===== config.mk =====
export PLATFORM = sky130hd
export DESIGN_NAME = ogcu_addr_unit
export DESIGN_NICKNAME = d
export VERILOG_FILES = /design/src/hdl/ogcu_pkg.sv /design/src/hdl/ogcu_addr_unit.sv
export SDC_FILE = /design/constraint.sdc
export NUM_CORES = 1
export LEC_CHECK = 0
export ABC_AREA = 1
export BUFFER_PORTS_ARGS = -buffer_cell sky130_fd_sc_hd__buf_2
export CORE_MARGIN = 4
export CORE_UTILIZATION = 65
export DETAILED_ROUTE_END_ITERATION = 10
export PLACE_DENSITY = 0.87
export SLEW_MARGIN = 20
export SYNTH_ARGS = -nofsm -noshare
export SYNTH_HDL_FRONTEND = slang
export SYNTH_SLANG_ARGS = --single-unit

===== constraint.sdc =====
create_clock -name vclk -period 19.65
set_input_delay 3.93 -clock vclk [all_inputs]
set_output_delay 3.93 -clock vclk [all_outputs]
set_load 0.05 [all_outputs]

===== src/hdl/ogcu_pkg.sv =====
// Shared types and constants for the occupancy grid block.
// No dependencies.
`default_nettype none
package ogcu_pkg;
	localparam int MAP_CELLS  = 4096;
	localparam int ADDR_W     = 12;
	localparam int MAX_RADIUS = 15;
	localparam int RAD_W      = 4;
	localparam int VAL_W      = 16;
	localparam int POS_W      = 11;
	localparam int GRID_SIDE  = 64;

	localparam logic [1:0] MODE_OBST   = 2'd0;
	localparam logic [1:0] MODE_UPDATE = 2'd1;
	localparam logic [1:0] MODE_READ   = 2'd2;
	localparam logic [1:0] MODE_NOP    = 2'd3;

	localparam logic [2:0] REG_WIDTH   = 3'd0;
	localparam logic [2:0] REG_HEIGHT  = 3'd1;
	localparam logic [2:0] REG_RADIUS  = 3'd2;
	localparam logic [2:0] REG_OCC     = 3'd3;
	localparam logic [2:0] REG_FREE    = 3'd4;
	localparam logic [2:0] REG_FLOOR   = 3'd5;
	localparam logic [2:0] REG_CEILING = 3'd6;
	localparam logic [2:0] REG_UNUSED  = 3'd7;

	typedef enum logic [3:0] {
		ST_CLEAR,
		ST_IDLE,
		ST_CIRC,
		ST_FCOL,
		ST_FILL,
		ST_UPD,
		ST_UPD_LAST,
		ST_READ,
		ST_FINISH
	} state_t;

	typedef struct packed {
		logic              rd_en;
		logic [ADDR_W-1:0] rd_addr;
		logic              lo_we;
		logic [ADDR_W-1:0] lo_addr;
		logic [VAL_W-1:0]  lo_data;
		logic              mk_we;
		logic [ADDR_W-1:0] mk_addr;
		logic              mk_data;
	} mem_ctrl_t;

	function automatic logic [6:0] dim_used(input logic [6:0] n);
		logic [6:0] r;
		if (n == 7'd0)
			r = 7'd1;
		else if (n > 7'(GRID_SIDE))
			r = 7'(GRID_SIDE);
		else
			r = n;
		return r;
	endfunction
endpackage
`default_nettype wire


===== src/hdl/ogcu_addr_unit.sv =====
// Cell address unit: clamps and range-checks a position, forms row*width+col.
// Depends on ogcu_pkg.
`default_nettype none
module ogcu_addr_unit (
	input  wire logic signed [ogcu_pkg::POS_W-1:0] col,
	input  wire logic signed [ogcu_pkg::POS_W-1:0] row,
	input  wire logic [6:0]                        w,
	input  wire logic [6:0]                        h,
	output logic [ogcu_pkg::ADDR_W-1:0]            idx,
	output logic                                   in_range
);
	import ogcu_pkg::*;

	logic [6:0]  w_m1, h_m1;
	logic [5:0]  c6, r6;
	logic [12:0] prod;

	assign w_m1 = w - 7'd1;
	assign h_m1 = h - 7'd1;

	always_comb begin
		if (col < 0)
			c6 = 6'd0;
		else if (col > signed'({4'b0, w_m1}))
			c6 = w_m1[5:0];
		else
			c6 = col[5:0];
		if (row < 0)
			r6 = 6'd0;
		else if (row > signed'({4'b0, h_m1}))
			r6 = h_m1[5:0];
		else
			r6 = row[5:0];
	end

	assign in_range = (col >= 0) && (col < signed'({4'b0, w}))
		&& (row >= 0) && (row < signed'({4'b0, h}));
	assign prod = 13'(r6) * 13'(w) + 13'(c6);
	assign idx  = prod[ADDR_W-1:0];
endmodule
`default_nettype wire


==> results.cfg <==
[die]
die-area_mm2 = 0.00520
pin_count = 49
core_mm2 = 0.00400
die_h_um = 72.1
die_width_um = 72.1
row_count = 23
initial_core_util = 0.668

[pwr]
share_comb_of_total_power = 1.000
p_int_uw = 51.1
netSwitchingFraction = 0.697
p_clk_frac = 0
pwr-share-seq = 0
p_sw_uw = 118
peakVddDrop_mv = 0.0529
p_leak_uw = 0.00175
cellPowerDensity_mw_per_mm2 = 57.0

[global_routing]
grt.total_usage = 0.232
grt_pass1_vias = 2382
overflow = 0
antenna_found_initial = 0
grt_max_degree = 13
grt_pass1_wl_um = 10100

[setup_path]
slowest_delay_ps = 560
critPathMaxFanout = 8
path_class = input pin to output pin
crit_path_top_delay_cell = fa_1
start_kind = input pin
crit_required_ps = 15720
arrival_ps = 9770
cp_common_cell = nand2_1
end_kind = output pin

[routing]
antenna_left = 0
drc_errors = 0
vias = 2584
totalWireLength_um = 5820
vias_per_cell = 5.38
dr.pass1.iters = 5
wl_per_cell_um = 12.1
drt_iter0_drc = 136

[synthesis]
synth_cells = 383
ys_warn_count = 0
ys_types = 32
syn_nets = 502
syn_area_per_cell_um2 = 6.98
syn_area_mm2 = 0.00267
ys_seq_area_frac = 0

[clock_tree]
post_cts_resized = 0
cts_setup_buffers = 0
hold_buffers = 0

[cells_and_area]
final_cell_mix = nand2_1 (65), inv_1 (64), ha_1 (60)
seqCellArea_um2 = 0
drive_gt1_frac = 0.163
antenna_cells = 0
clock_buffers = 0
area_growth_pct = 10.7
final_cell_count_no_fill = 480
mostFrequentLayoutCell = nand2_1
layout.nets = 551
layout.sequential_cells = 0

[timing]
fin_tns_setup_ps = 0
final.min_clock_period_ps = 13700
fin_ws_ps = 5950
max_freq_ghz = 0.0730
hold_ws_ps = 8370
fin_crit_sh = 0.697
grt_setup_unrepaired = no
maxSlewHeadroom = 0.630
drv_slew = 0
tightestPinTransition_ps = 554
setup_viol = 0
hold_violations = 0

[min_path]
min_path_type = input pin to output pin
whs_path_depth = 5

[place]
portBuffers = 49
hpwl_um = 5320
routabilityCongestion = 0.918
post-place-cells = 480
dp_slack_ps = 5980

[status]
status = complete, no violations

[job]
drv_cap = 0
==> path summary, 6_finish.rpt <==
path	from	endpoint
setup / recovery	h[0]	idx[9]
hold / removal	w[6]	idx[11]
==> logic make-up after synthesis <==
kind of cell,Yosys count,synth area share
XOR/XNOR,19,0.0623
AND/OR/NAND/NOR,168,0.291
adder cells (fa/ha/maj),83,0.453
AO/OA/AOI/OAI,40,0.0847
buffers and inverters,73,0.109
==> power by group through the flow <==
stage / Combinational [uW] / Clock, uW / Sequential [uW]
after floorplan: 133 / 0 / 0
after global placement: 164 / 0 / 0
after detailed placement: 168 / 0 / 0
after CTS: 169 / 0 / 0
after global routing: 187 / 0 / 0
final: 169 / 0 / 0
==> Yosys cell counts (all sizes together) (2+ instances only) <==
library cell   n  area [um^2]
nor2          61          239
clkinv         3         11.3
fa            23          460
xnor2          4         35.0
inv           68          258
xor2          15          131
nand3         17          135
a211oi         2         15.0
nor3           4         20.0
o21ai         13         72.6
ha            60          751
or2            4         32.5
nand4         12         75.1
a21oi         21          109
nand2         67          256
==> stage by stage <==
stage               utilization  power [uW]  instance area (um^2)
floorplan                     -         133                  2670
global placement          0.740         164                  2960
detailed placement        0.740         168                  2960
CTS                       0.740         169                  2960
global route              0.740         187                  2960
finish                    0.740         169                  2960
==> per-layer routing <==
layer / share of wire / wire (um) / track usage / vias to the layer above
met5: 0 / 0 / 0 / -
met4: 0.0033 / 19 / 0.0146 / 0
met3: 0.044 / 257 / 0.00554 / 3
met2: 0.51 / 2980 / 0.428 / 53
met1: 0.44 / 2570 / 0.314 / 1194
li1: - / - / - / 1334
==> area by class of cell <==
type,instances,area [um^2]
well taps,50,62.6
multi-input cells,310,2380
repair buffers,49,245
fillers,329,1040
inverters,71,269
==> critical path, delay by kind of cell <==
family / cells / cell delay, ps
xor+xnor: 2 / 240
fa+ha+maj: 7 / 2920
buf+inv: 7 / 910
compound gates: 2 / 350
simple gates: 15 / 1410
Power figures use the tool's default switching activity.
