`src/hdl/ogcu_pkg.sv`:
```
// Shared types and constants for the occupancy grid block.
// No dependencies.
`default_nettype none
package ogcu_pkg;
	localparam int MAP_CELLS  = 4096;
	localparam int ADDR_W     = 12;
	localparam int MAX_RADIUS = 15;
	localparam int RAD_W      = 4;
	localparam int VAL_W      = 16;
	localparam int POS_W      = 11;
	localparam int GRID_SIDE  = 64;

	localparam logic [1:0] MODE_OBST   = 2'd0;
	localparam logic [1:0] MODE_UPDATE = 2'd1;
	localparam logic [1:0] MODE_READ   = 2'd2;
	localparam logic [1:0] MODE_NOP    = 2'd3;

	localparam logic [2:0] REG_WIDTH   = 3'd0;
	localparam logic [2:0] REG_HEIGHT  = 3'd1;
	localparam logic [2:0] REG_RADIUS  = 3'd2;
	localparam logic [2:0] REG_OCC     = 3'd3;
	localparam logic [2:0] REG_FREE    = 3'd4;
	localparam logic [2:0] REG_FLOOR   = 3'd5;
	localparam logic [2:0] REG_CEILING = 3'd6;
	localparam logic [2:0] REG_UNUSED  = 3'd7;

	typedef enum logic [3:0] {
		ST_CLEAR,
		ST_IDLE,
		ST_CIRC,
		ST_FCOL,
		ST_FILL,
		ST_UPD,
		ST_UPD_LAST,
		ST_READ,
		ST_FINISH
	} state_t;

	typedef struct packed {
		logic              rd_en;
		logic [ADDR_W-1:0] rd_addr;
		logic              lo_we;
		logic [ADDR_W-1:0] lo_addr;
		logic [VAL_W-1:0]  lo_data;
		logic              mk_we;
		logic [ADDR_W-1:0] mk_addr;
		logic              mk_data;
	} mem_ctrl_t;

	function automatic logic [6:0] dim_used(input logic [6:0] n);
		logic [6:0] r;
		if (n == 7'd0)
			r = 7'd1;
		else if (n > 7'(GRID_SIDE))
			r = 7'(GRID_SIDE);
		else
			r = n;
		return r;
	endfunction
endpackage
`default_nettype wire

```
`src/hdl/ogcu_update_alu.sv`:
```
// Saturating log-odds step for one cell.
// Depends on ogcu_pkg.
`default_nettype none
module ogcu_update_alu (
	input  wire logic signed [ogcu_pkg::VAL_W-1:0] old_val,
	input  wire logic                              marked,
	input  wire logic signed [ogcu_pkg::VAL_W-1:0] occ_step,
	input  wire logic signed [ogcu_pkg::VAL_W-1:0] free_step,
	input  wire logic signed [ogcu_pkg::VAL_W-1:0] floor_val,
	input  wire logic signed [ogcu_pkg::VAL_W-1:0] ceil_val,
	output logic signed [ogcu_pkg::VAL_W-1:0]      new_val
);
	import ogcu_pkg::*;

	logic signed [VAL_W:0] sum, v;

	assign sum = (VAL_W+1)'(old_val) + (VAL_W+1)'(marked ? occ_step : free_step);

	always_comb begin
		v = sum;
		if (v < (VAL_W+1)'(floor_val))
			v = (VAL_W+1)'(floor_val);
		if (v > (VAL_W+1)'(ceil_val))
			v = (VAL_W+1)'(ceil_val);
	end

	assign new_val = v[VAL_W-1:0];
endmodule
`default_nettype wire

```
`config.mk`:
```
export PLATFORM = sky130hd
export DESIGN_NAME = ogcu_update_alu
export DESIGN_NICKNAME = d
export VERILOG_FILES = /design/src/hdl/ogcu_pkg.sv /design/src/hdl/ogcu_update_alu.sv
export SDC_FILE = /design/constraint.sdc
export NUM_CORES = 1
export LEC_CHECK = 0
export BUFFER_PORTS_ARGS = -buffer_cell sky130_fd_sc_hd__buf_4
export CORE_MARGIN = 4
export CORE_UTILIZATION = 56
export DETAILED_ROUTE_END_ITERATION = 16
export GPL_TIMING_DRIVEN = 1
export PLACE_DENSITY = 0.89
export SYNTH_ARGS = -nofsm -noshare
export SYNTH_HDL_FRONTEND = slang
export SYNTH_SLANG_ARGS = --single-unit
```
`constraint.sdc`:
```
create_clock -name vclk -period 9.7
set_input_delay 0.485 -clock vclk [all_inputs]
set_output_delay 0.485 -clock vclk [all_outputs]
set_load 0.005 [all_outputs]
```
==> results.toml, run 1 <==
[cts]
postCtsSetupRepairBufs = 0
cts_resized = 0
ctsHoldBuffers = 0

[final_layout]
n_sequential_cell = 0
drive_above_1_share_pct = 34.89
nets = 540
final_util_pct = 77.20
final.fill_count = 306
nClkBuffers = 0
multiInputGateArea_um2 = 2228
syn_to_final_growth_pct = 30.41
area.sequential_um2 = 0
insertedDiodeCount = 0

[timing]
max_slew_margin_pct = 36.43
rsz0062_at_grt = "false"
drv_slew = 0
timing.hold.ws_ns = 1.273
tightest_slew_ns = 0.9535
hold_violations = 0
fmax_mhz = 126.3
period_share_pct = 81.65
period_needed_ns = 7.921
setup_violations = 0
fin_setup_tns_ns = 0

[setup_path]
cp.required_ns = 9.22
path_buf_inv = 3
crit_chain = "buf_4, mux2_2, ha_1, fa_1, a211oi_2, nor2_1, o31ai_2, a31oi_1, o32a_1, inv_1, ha_1, nand4_1, nor3_1, a21oi_2, a32oi_2, mux2_2, ha_1, and4_1, a21oi_1, o22ai_1, o211ai_1, and2_1, mux2_2, buf_4"
max_stage_delay_ns = 0.77
critPathSlowestCell = "a32oi_2"
crit_fanout = 16
path_class = "input port to output pin"
cp-startpoint = "marked"
crit_family = "compound AO/OA/AOI/OAI gates"
start_kind = "input port"
endpoint_kind = "output pin"
cp_data_arrival_time_ns = 7.44

[floorplan]
dieArea_um2 = 5469
core_um2 = 4115
io_pins = 97
initial_core_util_pct = 59.20
row_count = 23
die_w_um = 73.96
dieHeight_um = 73.96

[logic_synthesis]
synthXorXnorAreaFrac_pct = 2.157
ys_seq_area_share_pct = 0
yosys.area_share.adder_pct = 25.99
syn-num-nets = 450
synth.area.top_cells = "ha_1, mux2_2, inv_1"
synth.distinct_cells = 57
synth_area_leader_cell = "ha_1"
synth_common_cells = "ha_1, inv_1, a21oi_1, mux2_2, nand2_1"
syn_area_per_cell_um2 = 7.637
synth_area_um2 = 2436
synth-warning-count = 0
synth-simple-area-share_pct = 15.67
synth_top_family_by_area = "compound AO/OA/AOI/OAI gates"
yosys.area.top_type_share_pct = 25.17
synth.most_common_cell = "ha_1"
synth_compound_area_share_pct = 29.07
muxShareOfSynthArea_pct = 18.59
syn_inst = 319

[drt]
finalWirelength_um = 6505
drc = 0
ant_nets = 0
routed_via_density = 5.947
drtPass1Iterations = 4
vias = 2718
wl_per_cell_um = 14.23
first_iter_violations = 164

[placement]
finalWeightedCongestion = 0.8931
port_buffers = 97
hpwl_um = 5709

[grt]
grt_antenna_before_repair = 0
grt_pass1_wl_um = 10670
grt_max_degree = 17
grt.overflow.total = 0
grt_use_total_pct = 22.94
grt_pass1_vias = 2686

[flow_run]
maxCapViolCount = 0

[power]
ir_drop_uv = 102.2
p_leak_nw = 1.678
power.total_uw = 388.9
p_per_area_nw_per_um2 = 122.4

[worst_hold_path]
hold_path.class = "input port to output pin"
hold_start = "ceil_val[11]"

[run_status]
outcome = "completed"
==> per-stage QoR <==
stage / area, um^2 / instances / setup WS [ns]
2_1_floorplan: 2436 / 319 / 2.831
3_3_place_gp: 3177 / 457 / 2.049
3_5_place_dp: 3177 / 457 / 1.818
4_1_cts: 3177 / 457 / 1.805
5_1_grt: 3177 / 457 / 1.352
6_report: 3177 / 457 / 1.779
==> cells by family (layout without fill, tap and decap cells) <==
family / count (synthesis) / count (layout)
compound gates: 102 / 102
xor+xnor: 6 / 6
fa+ha+maj: 50 / 50
buf+inv: 51 / 139
mux: 37 / 37
simple gates: 73 / 73
==> report_power, final <==
group          total (mW)  leakage, nW  switching [mW]  internal, mW
sequential              0            0               0             0
combinational       0.389         1.68           0.186         0.203
clock                   0            0               0             0
==> final cells by class <==
type | count | share of cell area [%]
multi-input combinational | 268 | 70.15
inverter | 42 | 4.963
timing repair buffer | 97 | 22.92
tap | 50 | 1.969
==> cells in the final DEF (no fill, tap or decap), types with 3 or more instances in the layout <==
cell,netlist,final
inv_1,41,41
a211o_1,3,3
a31oi_1,10,10
o21a_1,4,4
o21ai_0,10,10
nor2b_1,6,6
nand3_1,8,8
nor2_1,10,10
xnor2_1,4,4
a21o_1,11,11
a211oi_1,5,5
mux2_2,26,26
nand2_1,20,20
a21oi_1,26,26
mux2_4,10,10
ha_1,49,49
and3_1,6,6
buf_4,1,97
a21boi_0,3,3
o211ai_1,5,5
nand4_1,9,9
nor3_1,3,3
==> worst paths after layout <==
check	endpoint	slack [ns]	cells after the start
setup / recovery	new_val[1]	1.78	24
hold / removal	new_val[11]	1.27	3
==> routing by layer <==
metal | vias to the layer above | routed length, um | global-route usage, % | share of wire (%)
met3 | 11 | 383 | 0.5405 | 5.9
met1 | 1226 | 2808 | 29.11 | 43
li1 | 1385 | - | - | -
met5 | - | 0 | 0 | 0
met4 | 0 | 104 | 3.823 | 1.6
met2 | 96 | 3209 | 43.50 | 49
(Power assumes the default switching activity.)
==> run 2, diff against run 1 <==
ABC_AREA = 1   (was default)
CORE_UTILIZATION = 53   (was 56)
PLACE_DENSITY = 0.83   (was 0.89)
clock period = 7.56 ns   (was 9.7 ns; I/O delays follow)
==> results.toml, run 2 <==
[run_status]
outcome = "completed"

[logic_synthesis]
syn-num-nets = 626
synth-warning-count = 0
synth_area_um2 = 2696
yosys.area.top_type_share_pct = 23.39
synth.area.top_cells = "nand2_1, ha_1, inv_1"
syn_inst = 495
synth_common_cells = "nand2_1, inv_1, nand3_1, ha_1, nor2_1"
synth.most_common_cell = "nand2_1"
synth_area_leader_cell = "nand2_1"
ys_seq_area_share_pct = 0
synth.distinct_cells = 24
syn_area_per_cell_um2 = 5.447

[final_layout]
layout_commonest_cell = "nand2_1"
syn_to_final_growth_pct = 28.40
insertedDiodeCount = 0
final_cells = 650
multiInputGateArea_um2 = 2290
drive_above_1_share_pct = 20.07
area.sequential_um2 = 0
nets = 716
final.fill_count = 489
nClkBuffers = 0
final_cell_mix = "nand2_1, buf_4, inv_1, nand3_1, ha_1"
n_sequential_cell = 0

[timing]
rsz0062_at_grt = "false"
fmax_mhz = 152.4
max_slew_margin_pct = 58.88
fin_setup_tns_ns = 0
timing.final.ws_setup_ns = 1.000
setup_violations = 0
period_needed_ns = 6.560
drv_slew = 0
period_share_pct = 86.77
tightest_slew_ns = 0.6150
hold_violations = 0

[power]
p_leak_nw = 2.195
p_per_area_nw_per_um2 = 186.1
ir_drop_uv = 87.95
power.total_uw = 644.1

[setup_path]
path_buf_inv = 5
crit_fanout = 17
max_stage_delay_ns = 0.44
cp_data_arrival_time_ns = 6.18
path_class = "input port to output pin"
critPathSlowestCell = "fa_1"
endpoint_kind = "output pin"
timing.critical_path.mode_cell = "nand2_1"
crit_family = "simple AND/OR/NAND/NOR gates"
start_kind = "input port"
cp.required_ns = 7.18

[drt]
vias = 3182
wl_met2_um = 3568
first_iter_violations = 166
top_layer = "met4"
wl_met1_um = 3252
wl_per_cell_um = 11.03
routed-wl-met3_um = 258
finalWirelength_um = 7171
drc = 0
routed_via_density = 4.895
drtPass1Iterations = 4
ant_nets = 0

[placement]
place_ws_ns = 1.035
finalWeightedCongestion = 0.9365
hpwl_um = 6492
dpl.cell_count = 650
port_buffers = 97

[cts]
ctsHoldBuffers = 0
cts_resized = 0
postCtsSetupRepairBufs = 0

[grt]
grt_use_total_pct = 22.68
grt_antenna_before_repair = 0
grt_pass1_wl_um = 12380
grt_pass1_vias = 3033
grt_max_degree = 18
grt.overflow.total = 0

[floorplan]
dieHeight_um = 79.33
initial_core_util_pct = 55.97
dieArea_um2 = 6292
core_um2 = 4817
die_w_um = 79.33
row_count = 25
io_pins = 97

[worst_hold_path]
hold_path.class = "input port to output pin"

[flow_run]
maxCapViolCount = 0
-- run 2: cell count changes after synthesis, sizes merged, moves of 14 or more --
cell	previous run	this run
and2	2	17
inv	42	96
mux2	36	16
nand2	20	169
nand3	8	60
nor2	10	24
-- run 2: through the flow --
step           hold slack (ns)  util (%)  cell area [um^2]
6_report                 1.032     71.87              3462
5_1_grt                  1.059     71.87              3462
4_1_cts                  1.033     71.87              3462
3_5_place_dp             1.033     71.87              3462
3_3_place_gp             1.030     71.87              3462
2_1_floorplan           0.8532         -              2696
-- run 2: cell families (layout without fill, tap and decap cells) --
logic type / after synthesis / count (layout) / synth area share, %
compound gates: 31 / 31 / 6.032
xor+xnor: 7 / 7 / 2.274
fa+ha+maj: 50 / 50 / 23.48
buf+inv: 105 / 193 / 15.08
mux: 16 / 16 / 6.682
simple gates: 286 / 286 / 46.45
-- run 2: power breakdown --
group          switching [mW]  total (mW)  leakage (nW)  internal [mW]
Clock                       0           0             0              0
Sequential                  0           0             0              0
Combinational           0.356       0.644          2.20          0.288
-- run 2: layout make-up --
| cell class | instances | share of cell area, % |
|---|---|---|
| tap | 67 | 2.421 |
| inverter | 96 | 10.41 |
| timing repair buffer | 97 | 21.03 |
| multi-input combinational | 390 | 66.14 |
-- run 2: final timing paths --
check	from	endpoint	slack [ns]	cells after the start
worst max-delay path	marked	new_val[4]	1.00	34
worst min-delay path	ceil_val[7]	new_val[7]	1.03	4
-- run 2: per-layer routing --
layer	global-route usage, %	up-vias
li1	-	1744
met1	29.41	1353
met2	42.34	75
met3	0.7937	10
met4	2.921	0
met5	0	-
